File: src/rdq_pkg.sv
`default_nettype none

package rdq_pkg;

    // Default geometry of the ring store.
    localparam int DEPTH_DEF      = 16;
    localparam int DATA_WIDTH_DEF = 32;

    // Fixed widths of the command and result fields.
    localparam int FUNC_W  = 2;
    localparam int VALUE_W = 32;
    localparam int POS_W   = 5;
    localparam int COUNT_W = 5;

    // Operation codes carried on func.
    localparam logic [FUNC_W-1:0] FUNC_APPEND  = 2'd0;
    localparam logic [FUNC_W-1:0] FUNC_PREPEND = 2'd1;
    localparam logic [FUNC_W-1:0] FUNC_SEARCH  = 2'd2;

    // Result status codes.
    typedef enum logic [1:0] {
        STAT_OK       = 2'd0,
        STAT_FULL     = 2'd1,
        STAT_EMPTY    = 2'd2,
        STAT_NOTFOUND = 2'd3
    } status_t;

    // Sequencer states of the top level.
    typedef enum logic [1:0] {
        ST_IDLE,
        ST_SCAN,
        ST_RESP
    } state_t;

    // Report from the scan unit to the sequencer.
    typedef struct packed {
        logic done;
        logic found;
    } scan_status_t;

endpackage

`default_nettype wire

File: src/rdq_store.sv
`default_nettype none

// Entry storage: one write port, one read port with registered read data.
module rdq_store
    import rdq_pkg::*;
#(
    parameter int DEPTH      = DEPTH_DEF,
    parameter int DATA_WIDTH = DATA_WIDTH_DEF,
    localparam int AW        = $clog2(DEPTH)
)
(
    input  wire logic                         clk,
    input  wire logic                         wr_en,
    input  wire logic [AW-1:0]                wr_addr,
    input  wire logic signed [DATA_WIDTH-1:0] wr_data,
    input  wire logic                         rd_en,
    input  wire logic [AW-1:0]                rd_addr,
    output logic signed [DATA_WIDTH-1:0]      rd_data
);

    logic signed [DATA_WIDTH-1:0] mem [DEPTH];

    always_ff @(posedge clk)
    begin
        if (wr_en)
        begin
            mem[wr_addr] <= wr_data;
        end
    end

    always_ff @(posedge clk)
    begin
        if (rd_en)
        begin
            rd_data <= mem[rd_addr];
        end
    end

endmodule

`default_nettype wire

File: src/rdq_scan.sv
`default_nettype none

// Linear search engine: walks the ring from the head, one read per cycle,
// and compares each returned word against the key with a single comparator.
module rdq_scan
    import rdq_pkg::*;
#(
    parameter int DEPTH      = DEPTH_DEF,
    parameter int DATA_WIDTH = DATA_WIDTH_DEF,
    localparam int AW        = $clog2(DEPTH),
    localparam int CW        = $clog2(DEPTH + 1)
)
(
    input  wire logic                         clk,
    input  wire logic                         rst_n,
    input  wire logic                         start,
    input  wire logic [AW-1:0]                head_idx,
    input  wire logic [CW-1:0]                count,
    input  wire logic signed [DATA_WIDTH-1:0] key,
    output logic                              rd_en,
    output logic [AW-1:0]                     rd_addr,
    input  wire logic signed [DATA_WIDTH-1:0] rd_data,
    output scan_status_t                      scan_status,
    output logic [CW-1:0]                     position
);

    logic                         active_reg, active_next;
    logic                         pend_reg, pend_next;
    logic [AW-1:0]                ptr_reg, ptr_next;
    logic [CW-1:0]                left_reg, left_next;
    logic [CW-1:0]                issue_pos_reg, issue_pos_next;
    logic [CW-1:0]                pos_reg, pos_next;
    logic signed [DATA_WIDTH-1:0] key_reg, key_next;
    logic                         match;
    logic                         finish;

    assign rd_en   = active_reg && (left_reg != '0);
    assign rd_addr = ptr_reg;
    assign match   = active_reg && pend_reg && (rd_data == key_reg);
    assign finish  = active_reg && (match || (left_reg == '0));

    assign scan_status.done  = finish;
    assign scan_status.found = match;
    assign position          = pos_reg;

    always_comb
    begin
        active_next    = active_reg;
        pend_next      = pend_reg;
        ptr_next       = ptr_reg;
        left_next      = left_reg;
        issue_pos_next = issue_pos_reg;
        pos_next       = pos_reg;
        key_next       = key_reg;
        if (start)
        begin
            active_next    = 1'b1;
            pend_next      = 1'b0;
            ptr_next       = head_idx;
            left_next      = count;
            issue_pos_next = CW'(1);
            key_next       = key;
        end
        else if (finish)
        begin
            active_next = 1'b0;
            pend_next   = 1'b0;
        end
        else
        begin
            pend_next = rd_en;
            if (rd_en)
            begin
                ptr_next       = (ptr_reg == AW'(DEPTH - 1)) ? '0 : ptr_reg + 1'b1;
                left_next      = left_reg - 1'b1;
                issue_pos_next = issue_pos_reg + 1'b1;
                pos_next       = issue_pos_reg;
            end
        end
    end

    always_ff @(posedge clk or negedge rst_n)
    begin
        if (!rst_n)
        begin
            active_reg <= 1'b0;
            pend_reg   <= 1'b0;
        end
        else
        begin
            active_reg <= active_next;
            pend_reg   <= pend_next;
        end
    end

    always_ff @(posedge clk)
    begin
        ptr_reg       <= ptr_next;
        left_reg      <= left_next;
        issue_pos_reg <= issue_pos_next;
        pos_reg       <= pos_next;
        key_reg       <= key_next;
    end

endmodule

`default_nettype wire

File: src/ring_deque_with_search_core.sv
`default_nettype none

// Bounded ring deque of signed words with linear search. A command transfer
// takes place at the rising edge where start is high and busy is low; func
// selects append at tail, prepend at head or search for the key in value.
// Exactly one result follows each command, shown for a single cycle while
// done is high; the receiver cannot hold it off, so it must capture the
// result in that cycle. An append, a prepend, a search of an empty store or
// the unused func code returns its result in the cycle after the transfer,
// and the block takes the next command in the cycle after that. A search of
// N stored entries reads the store one entry per cycle through its single
// read port and checks each word with one comparator; it reports the first
// match by its position from the head, or a miss once all N are read. Every
// result carries the head word, the tail word (both zero when empty) and the
// entry count as they stand after the command. The store needs no clearing
// after reset.
module ring_deque_with_search_core
    import rdq_pkg::*;
#(
    parameter int DEPTH      = DEPTH_DEF,
    parameter int DATA_WIDTH = DATA_WIDTH_DEF
)
(
    input  wire logic                      clk,
    input  wire logic                      rst_n,
    input  wire logic                      start,
    output logic                           busy,
    input  wire logic [FUNC_W-1:0]         func,
    input  wire logic signed [VALUE_W-1:0] value,
    output logic                           done,
    output logic [1:0]                     status,
    output logic [POS_W-1:0]               position,
    output logic signed [VALUE_W-1:0]      head_value,
    output logic signed [VALUE_W-1:0]      tail_value,
    output logic [COUNT_W-1:0]             entry_count
);

    localparam int AW = $clog2(DEPTH);
    localparam int CW = $clog2(DEPTH + 1);
    localparam int SW = CW + 1;

    state_t                       state_reg, state_next;
    logic [AW-1:0]                head_idx_reg, head_idx_next;
    logic [CW-1:0]                count_reg, count_next;
    logic signed [DATA_WIDTH-1:0] head_word_reg, head_word_next;
    logic signed [DATA_WIDTH-1:0] tail_word_reg, tail_word_next;
    status_t                      status_reg, status_next;
    logic [CW-1:0]                position_reg, position_next;

    logic                         accept;
    logic                         scan_start;
    logic                         is_full;
    logic                         is_empty;
    logic signed [DATA_WIDTH-1:0] in_word;
    logic [AW-1:0]                head_dec;
    logic [SW-1:0]                tail_sum;
    logic [SW-1:0]                tail_wrap;
    logic [AW-1:0]                tail_slot;

    logic                         mem_we;
    logic [AW-1:0]                mem_waddr;
    logic                         mem_re;
    logic [AW-1:0]                mem_raddr;
    logic signed [DATA_WIDTH-1:0] mem_rdata;

    scan_status_t                 scan_status;
    logic [CW-1:0]                scan_pos;

    // The command word is sign-extended or truncated to the stored width.
    assign in_word  = DATA_WIDTH'(value);
    assign accept   = start && !busy;
    assign is_full  = (count_reg == CW'(DEPTH));
    assign is_empty = (count_reg == '0);

    // Slot in front of the head, with wrap.
    assign head_dec = (head_idx_reg == '0) ? AW'(DEPTH - 1) : head_idx_reg - 1'b1;

    // Slot behind the tail: head plus count stays below twice the depth,
    // so one compare and subtract wraps it.
    assign tail_sum  = SW'(head_idx_reg) + SW'(count_reg);
    assign tail_wrap = (tail_sum >= SW'(DEPTH)) ? tail_sum - SW'(DEPTH) : tail_sum;
    assign tail_slot = tail_wrap[AW-1:0];

    // Store writes happen only on the transfer of an insert that fits.
    always_comb
    begin
        mem_we    = 1'b0;
        mem_waddr = tail_slot;
        if (accept && !is_full)
        begin
            case (func)
                FUNC_APPEND:
                begin
                    mem_we    = 1'b1;
                    mem_waddr = tail_slot;
                end
                FUNC_PREPEND:
                begin
                    mem_we    = 1'b1;
                    mem_waddr = head_dec;
                end
                default:
                begin
                    mem_we = 1'b0;
                end
            endcase
        end
    end

    rdq_store #(
        .DEPTH      (DEPTH),
        .DATA_WIDTH (DATA_WIDTH)
    ) u_store (
        .clk     (clk),
        .wr_en   (mem_we),
        .wr_addr (mem_waddr),
        .wr_data (in_word),
        .rd_en   (mem_re),
        .rd_addr (mem_raddr),
        .rd_data (mem_rdata)
    );

    rdq_scan #(
        .DEPTH      (DEPTH),
        .DATA_WIDTH (DATA_WIDTH)
    ) u_scan (
        .clk         (clk),
        .rst_n       (rst_n),
        .start       (scan_start),
        .head_idx    (head_idx_reg),
        .count       (count_reg),
        .key         (in_word),
        .rd_en       (mem_re),
        .rd_addr     (mem_raddr),
        .rd_data     (mem_rdata),
        .scan_status (scan_status),
        .position    (scan_pos)
    );

    // Next-state logic of the sequencer.
    always_comb
    begin
        state_next = state_reg;
        case (state_reg)
            ST_IDLE:
            begin
                if (accept)
                begin
                    state_next = (func == FUNC_SEARCH && !is_empty) ? ST_SCAN : ST_RESP;
                end
            end
            ST_SCAN:
            begin
                if (scan_status.done)
                begin
                    state_next = ST_RESP;
                end
            end
            ST_RESP:
            begin
                state_next = ST_IDLE;
            end
            default:
            begin
                state_next = ST_IDLE;
            end
        endcase
    end

    // Output logic of the sequencer.
    always_comb
    begin
        busy       = 1'b1;
        done       = 1'b0;
        scan_start = 1'b0;
        case (state_reg)
            ST_IDLE:
            begin
                busy       = 1'b0;
                scan_start = start && (func == FUNC_SEARCH) && !is_empty;
            end
            ST_SCAN:
            begin
                busy = 1'b1;
            end
            ST_RESP:
            begin
                done = 1'b1;
            end
            default:
            begin
                busy = 1'b1;
            end
        endcase
    end

    // Deque bookkeeping and the result registers.
    always_comb
    begin
        head_idx_next  = head_idx_reg;
        count_next     = count_reg;
        head_word_next = head_word_reg;
        tail_word_next = tail_word_reg;
        status_next    = status_reg;
        position_next  = position_reg;
        if (accept)
        begin
            status_next   = STAT_OK;
            position_next = '0;
            case (func)
                FUNC_APPEND:
                begin
                    if (is_full)
                    begin
                        status_next = STAT_FULL;
                    end
                    else
                    begin
                        count_next     = count_reg + 1'b1;
                        tail_word_next = in_word;
                        if (is_empty)
                        begin
                            head_word_next = in_word;
                        end
                    end
                end
                FUNC_PREPEND:
                begin
                    if (is_full)
                    begin
                        status_next = STAT_FULL;
                    end
                    else
                    begin
                        count_next     = count_reg + 1'b1;
                        head_idx_next  = head_dec;
                        head_word_next = in_word;
                        if (is_empty)
                        begin
                            tail_word_next = in_word;
                        end
                    end
                end
                FUNC_SEARCH:
                begin
                    if (is_empty)
                    begin
                        status_next = STAT_EMPTY;
                    end
                end
                default:
                begin
                    status_next = STAT_OK;
                end
            endcase
        end
        else if (state_reg == ST_SCAN && scan_status.done)
        begin
            if (scan_status.found)
            begin
                status_next   = STAT_OK;
                position_next = scan_pos;
            end
            else
            begin
                status_next   = STAT_NOTFOUND;
                position_next = '0;
            end
        end
    end

    always_ff @(posedge clk or negedge rst_n)
    begin
        if (!rst_n)
        begin
            state_reg    <= ST_IDLE;
            head_idx_reg <= '0;
            count_reg    <= '0;
            status_reg   <= STAT_OK;
            position_reg <= '0;
        end
        else
        begin
            state_reg    <= state_next;
            head_idx_reg <= head_idx_next;
            count_reg    <= count_next;
            status_reg   <= status_next;
            position_reg <= position_next;
        end
    end

    // The cached head and tail words are only shown while the store holds
    // entries, so they need no reset.
    always_ff @(posedge clk)
    begin
        head_word_reg <= head_word_next;
        tail_word_reg <= tail_word_next;
    end

    assign status      = status_reg;
    assign position    = POS_W'(position_reg);
    assign entry_count = COUNT_W'(count_reg);
    assign head_value  = is_empty ? '0 : VALUE_W'(head_word_reg);
    assign tail_value  = is_empty ? '0 : VALUE_W'(tail_word_reg);

endmodule

`default_nettype wire

File: config.mk
export PLATFORM = sky130hd
export DESIGN_NAME = ring_deque_with_search_core
export DESIGN_NICKNAME = d
export VERILOG_FILES = /design/src/rdq_pkg.sv /design/src/rdq_store.sv /design/src/rdq_scan.sv /design/src/ring_deque_with_search_core.sv
export SDC_FILE = /design/constraint.sdc
export NUM_CORES = 1
export LEC_CHECK = 0
export BUFFER_PORTS_ARGS = -buffer_cell sky130_fd_sc_hd__buf_2
export CAP_MARGIN = 20
export CORE_MARGIN = 8
export CORE_UTILIZATION = 25
export CTS_BUF_LIST = sky130_fd_sc_hd__clkbuf_16
export DETAILED_ROUTE_END_ITERATION = 8
export SYNTH_ARGS = -nofsm -noshare
export SYNTH_HDL_FRONTEND = slang
export SYNTH_SLANG_ARGS = --single-unit
File: constraint.sdc
create_clock -name clk -period 4.2 [get_ports clk]
set_input_delay 1.05 -clock clk [delete_from_list [all_inputs] [get_ports clk]]
set_output_delay 1.05 -clock clk [all_outputs]
set_load 0.005 [all_outputs]
-- Word level (Yosys, flattened, before mapping)
Memory sizes are Yosys's and may differ from the RTL's. A register that Yosys moved wholly into a read port is not among the register bits.
Cells that the tools add are included.
- eq/ne operators: 14
- bitwise operators: 3
- magnitude comparators: 1
- $add $sub $neg: 7
- muxes and demuxes: 42
- reduce and logical (&&, ||, !) cells: 32
- operator list (cell ; number):
    32-bit 2-to-1 mux ; 5
    32-bit case mux with 2 select lines ; 2
    32-bit equality test ; 1
    4-bit 2-to-1 mux ; 8
    5-bit 2-to-1 mux ; 6
    2-bit 2-to-1 mux ; 7
    1-bit 2-to-1 mux ; 12
    2-bit inequality test, second input constant ; 6
    5-bit by 1-bit adder with 5-bit output, second input constant ; 2
    1-bit logical AND ; 10
    5-bit zero test ; 2
    5-bit AND reduction ; 2
    3-bit AND reduction ; 3
    2-bit case mux with 2 select lines ; 2
    2-bit nonzero test ; 4
    4-bit by 1-bit subtractor with 4-bit output, second input constant ; 2
    4-bit by 5-bit adder with 6-bit output ; 1
    6-bit by 5-bit greater-or-equal comparator with 1-bit output, second input constant ; 1
    2-bit AND reduction ; 3
    5-bit equality test, second input constant ; 1
    5-bit nonzero test ; 1
    5-bit by 1-bit subtractor with 5-bit output, second input constant ; 1
    4-bit by 1-bit adder with 4-bit output, second input constant ; 1
    2-bit by 1-bit equality test with 1-bit output, second input constant ; 2
    9 further kinds ; 14
- memories: 1
- bits in writable memories: 512
- bits in registers: 135
- input port bits: 37
- memory list (name ; depth ; bits a word ; rd ports ; clocked after Yosys merged registers in ; write ports ; line ; text):
    u_store.mem ; 16 ; 32 ; 1 ; 1 ; 1 ; rdq_store.sv:21 ; logic signed [DATA_WIDTH-1:0] mem [DEPTH];

-- Depth between registers and ports, before layout
- word-level depth: 7
- gate-level depth with buffers: 9

-- Cells and area by module
A second synthesis with hierarchy kept.
- cell total of the unflattened synthesis: 1254
- area, all modules: 26033.7 um2
- by module, submodules not included (module ; times used ; area each (um2) ; cells each ; seq. area each (um2)):
    rdq_store ; 1 ; 20155.6 ; 838 ; 16335.7
    ring_deque_with_search_core ; 1 ; 3450.8 ; 238 ; 2372.3
    rdq_scan ; 1 ; 2427.3 ; 178 ; 1531.5

-- Least setup slack after synthesis
Ideal clock, no wire load.
- path kind: input port to flip-flop
- start point: input port start
- end point: memory u_store.mem[8][0] (netlist bit), enable pin
- library setup time: 0.421 ns
- buffers on the path: 0
- setup slack: 0.062 ns
- data arrival time: 3.717 ns
- stages on the path: 6
- path through: or3b_2 > a211oi_2 > nand2_2 > mux2i_1 > nand2b_1 > nor2_1
- word-level cells in the longest chain between the ends: 5
- elaborated cells on any way between the ends: 6
- classes of those cells: 4 x mux; 2 x reduce/logical
- RTL lines (item ; line ; text):
    from (decl) ; ring_deque_with_search_core.sv:26 ; input wire logic start,
    1-bit logical AND * ; ring_deque_with_search_core.sv:71 ; assign accept = start && !busy;
    1-bit logical AND * ; ring_deque_with_search_core.sv:89 ; if (accept && !is_full)
    1-bit 2-to-1 mux ; ring_deque_with_search_core.sv:89 ;
    1-bit 2-to-1 mux ; rdq_store.sv:25 ; if (wr_en)
    1-bit 2-to-1 mux (implied by the code) ; rdq_store.sv:27 ; mem[wr_addr] <= wr_data;
    to (decl) ; rdq_store.sv:21 ;
Every way passes the cells marked *; elsewhere a longest branch is shown, timed or not.

-- Worst setup path after layout
- start point: register count_reg[1], in the netlist entry_count[1]
- end point: output port tail_value[14]
- word-level cells in the longest chain between the ends: 2
- RTL lines (item ; line ; text):
    from (decl) ; ring_deque_with_search_core.sv:44 ; logic [CW-1:0] count_reg, count_next;
    from (signal assigned) ; ring_deque_with_search_core.sv:286 ; count_reg <= count_next;
    5-bit zero test ; ring_deque_with_search_core.sv:73 ; assign is_empty = (count_reg == '0);
    32-bit 2-to-1 mux ; ring_deque_with_search_core.sv:304 ; assign tail_value = is_empty ? '0 : VALUE_W'(tail_word_reg);
    to (decl) ; ring_deque_with_search_core.sv:34 ; output logic signed [VALUE_W-1:0] tail_value,
No other way between the ends.

==> summary.md <==
| Metric | Value |
|---|---|
| Worst path max stage delay | `0.46 ns` |
| GRT Total Usage | `9.84%` |
| Fin Clk Skew | `0.0233 ns` |
| RSZ-0062 raised after global routing | `false` |
| Hold slack | `0.389 ns` |
| Grt total ovfl | `0` |
| Max_slew headroom | `44.2%` |
| Tcrit/Tclk final | `92.8%` |
| CP Capture Type | `primary output` |
| Hpwl dp | `36700 um` |
| Iter 0 DRT Violations | `1038` |
| Least-Margin Pin Slew | `0.837 ns` |
| Post-synthesis mux area share | `14.3%` |
| Largest area contributor in the netlist | `edfxtp_1` |
| Die area | `0.115 mm2` |
| First-pass DRT Iterations | `7` |
| Clock sinks | `679` |
| Post-synthesis compound-gate area fraction | `1.14%` |
| Die height | `339 um` |
| Starting Density | `25.2%` |
| CTS tree | `built` |
| Setup violators final | `0` |
| Area added between synthesis and finish | `19.3%` |
| Yosys cell types | `51` |
| # rows | `118` |
| Max reg flops | `512` |
| Hold buffers post-CTS | `0` |
| Critical Path RT | `3.15 ns` |
| Worst skew pair latency | `0.61 ns` |
| Max-cap violations | `0` |
| Ys async rst share | `2.95%` |
| Most instantiated cells after synthesis | `654 x edfxtp_1, 160 x mux4_2, 64 x and2_1` |
| Largest net degree at the start of global routing | `132` |
| Post-route ant nets | `0` |
| Avg Cell Area, Syn | `21.8 um2` |
| Peak fanout along the critical path | `38` |
| Startpoint types | `flop` |
| Fmax | `256 MHz` |
| Dominant cells by area after synthesis | `edfxtp_1 75%, mux4_2 14%, dfrtp_1 1.9%` |
| CP arrival | `2.85 ns` |
| Setup_tns | `0 ns` |
| Layout cells sized above 1 | `31.5%` |
| Final Hold Vio Count | `0` |
| Static leakage | `10.0 nW` |
| Post-CTS setup buffer count | `0` |
| Final WS setup | `0.301 ns` |
| EDFF count, synth | `654` |
| Register bit total from synthesis | `679` |
| Post-synth top area share | `75.5%` |
| Max-slew violations | `0` |
| Design Area, Final | `0.0310 mm2` |
| H-tree depth | `3` |
| CP max-delay cell | `dfrtp_1` |
| PwrDens | `656 mW/mm2` |
| Worst-path cell chain | `inv_1, ha_1, nor3b_2, nand2b_2, buf_12, and2_1, buf_2` |
| Most flops, register | `u_store.mem` |
| Clock Path Buffers | `3` |
| DRC | `0` |
| Post-synthesis sequential area ratio | `77.8%` |
| Area share of and/or/nand/nor cells after synthesis | `3.75%` |
| Antenna violations before repair | `8` |
| Clk slew on worst S/H paths | `0.06 ns` |
| CP bufs+invs | `3` |
| First-pass GRT wire length | `85100 um` |
| Peak VDD IR | `0.000510 V` |
| Crit Path Category | `flop to primary output` |
| Outcome | `complete, no violations` |
| Vias per cell | `4.29` |
| Number of global-route vias before repair | `12400` |
| Root Buffer | `clkbuf_16` |
| Synth Warn # | `0` |
| Count leader, synth | `edfxtp_1` |
| CP top delay family | `simple AND/OR/NAND/NOR gates` |
| Core Box Area | `0.103 mm2` |
| Die X | `339 um` |
| Placement Setup Slack | `0.421 ns` |
| CTS Buf Count | `75` |
| # port buffers | `114` |
| Drt total wl | `57500 um` |
| Syn Std Cell Area | `0.0260 mm2` |
| IO Count | `115` |
| Final Critical Period | `3.90 ns` |
| Primary FF master, synth | `edfxtp_1` |
| GP Congestion | `0.758` |
| HP Class | `primary input to asynchronous set/reset pin` |
| Largest family of logic cells by synthesized area | `multiplexers` |
| Post-cts sizing count | `0` |
| Mapped Nets | `1241` |
| XOR/XNOR Fraction of Synth Area | `1.41%` |
| Power Total | `20.3 mW` |
| Post-Synthesis Cells | `1193` |
| Adder-cell share of the synthesized area | `0.558%` |
| Wire length per cell | `20.4 um` |
| DP Area | `0.0287 mm2` |
| Layout Nets | `1420` |
| Vias | `12100` |
[metrics by stage]
stage | instances | utilization (%)
floorplan | 1193 | -
global placement | 2675 | 27.8
detailed placement | 2675 | 27.8
CTS | 2810 | 30.0
global route | 2811 | 30.0
finish | 2813 | 30.0
[cells in the final DEF (no fill, tap or decap), types with 3 or more instances in the layout]
master,instances
nor4_1,7
clkinv_1,20
dfxtp_1,5
clkinvlp_4,4
mux2_4,3
xor2_1,30
buf_2,114
xnor2_1,12
inv_1,32
ha_1,10
mux2i_1,4
nand3_1,9
o31ai_1,3
and3_1,3
mux4_2,160
nand2b_1,3
clkinv_2,8
edfxtp_1,654
o21ai_0,13
nor2_4,16
a31oi_1,3
clkbuf_16,77
diode_2,3
a21oi_1,14
buf_12,18
nor2_1,21
nand4_1,3
nand2_1,32
dfrtp_1,20
nor3_1,3
buf_4,21
inv_6,3
and2_1,64
[path summary, 6_finish.rpt]
| path | startpoint | to | slack, ns | cells after the start |
|---|---|---|---|---|
| max | entry_count[1] | tail_value[14] | 0.30 | 7 |
| min | rst_n | status[1] | 0.39 | 1 |
| max reg2reg | state_reg[1] | u_store.mem[6][22] | 1.09 | 7 |
| min reg2reg | u_scan.issue_pos_reg[4] | u_scan.position[4] | 0.46 | 0 |
| max in group asynchronous | rst_n | entry_count[1] | 3.49 | 1 |
| min in group clk | u_scan.issue_pos_reg[4] | u_scan.position[4] | 0.46 | 0 |
[power by group]
| group | internal (mW) | switching, mW |
|---|---|---|
| registers | 8.41 | 0.337 |
| clock network | 3.41 | 2.64 |
| logic | 2.49 | 3.07 |
| total | 14.3 | 6.05 |
[logic make-up after synthesis]
family          count (synthesis)
xor+xnor                       42
compound gates                 45
flops                         679
mux                           169
simple gates                  179
fa+ha+maj                      11
buf+inv                        68
[cell type report]
cell class / count / area [um2]
multi-input cells: 446 / 5620
flip-flops and latches: 679 / 20200
repair buffers: 153 / 1090
fillers: 10000 / 72300
clock inverters: 58 / 357
clock buffers: 77 / 1930
well taps: 1380 / 1730
diodes: 3 / 7.51
inverters: 17 / 63.8
[layer usage]
metal	GRT usage, %	share of wire [%]	vias to the layer above
li1	-	-	5246
met1	14.3	47	6356
met2	14.5	45	378
met3	2.60	6.5	80
met4	2.61	2.0	0
met5	0	0	-
[worst register-to-register path, stage by stage, from the launching register on]
cell,delay (ns)
dfrtp_1,0.42
or3b_2,0.62
a211oi_2,0.34
nand2_2,0.22
mux2i_1,0.33
nand2_1,0.35
nor2_4,0.20
buf_4,0.30
Note: power is estimated with default switching activity, not from simulation.
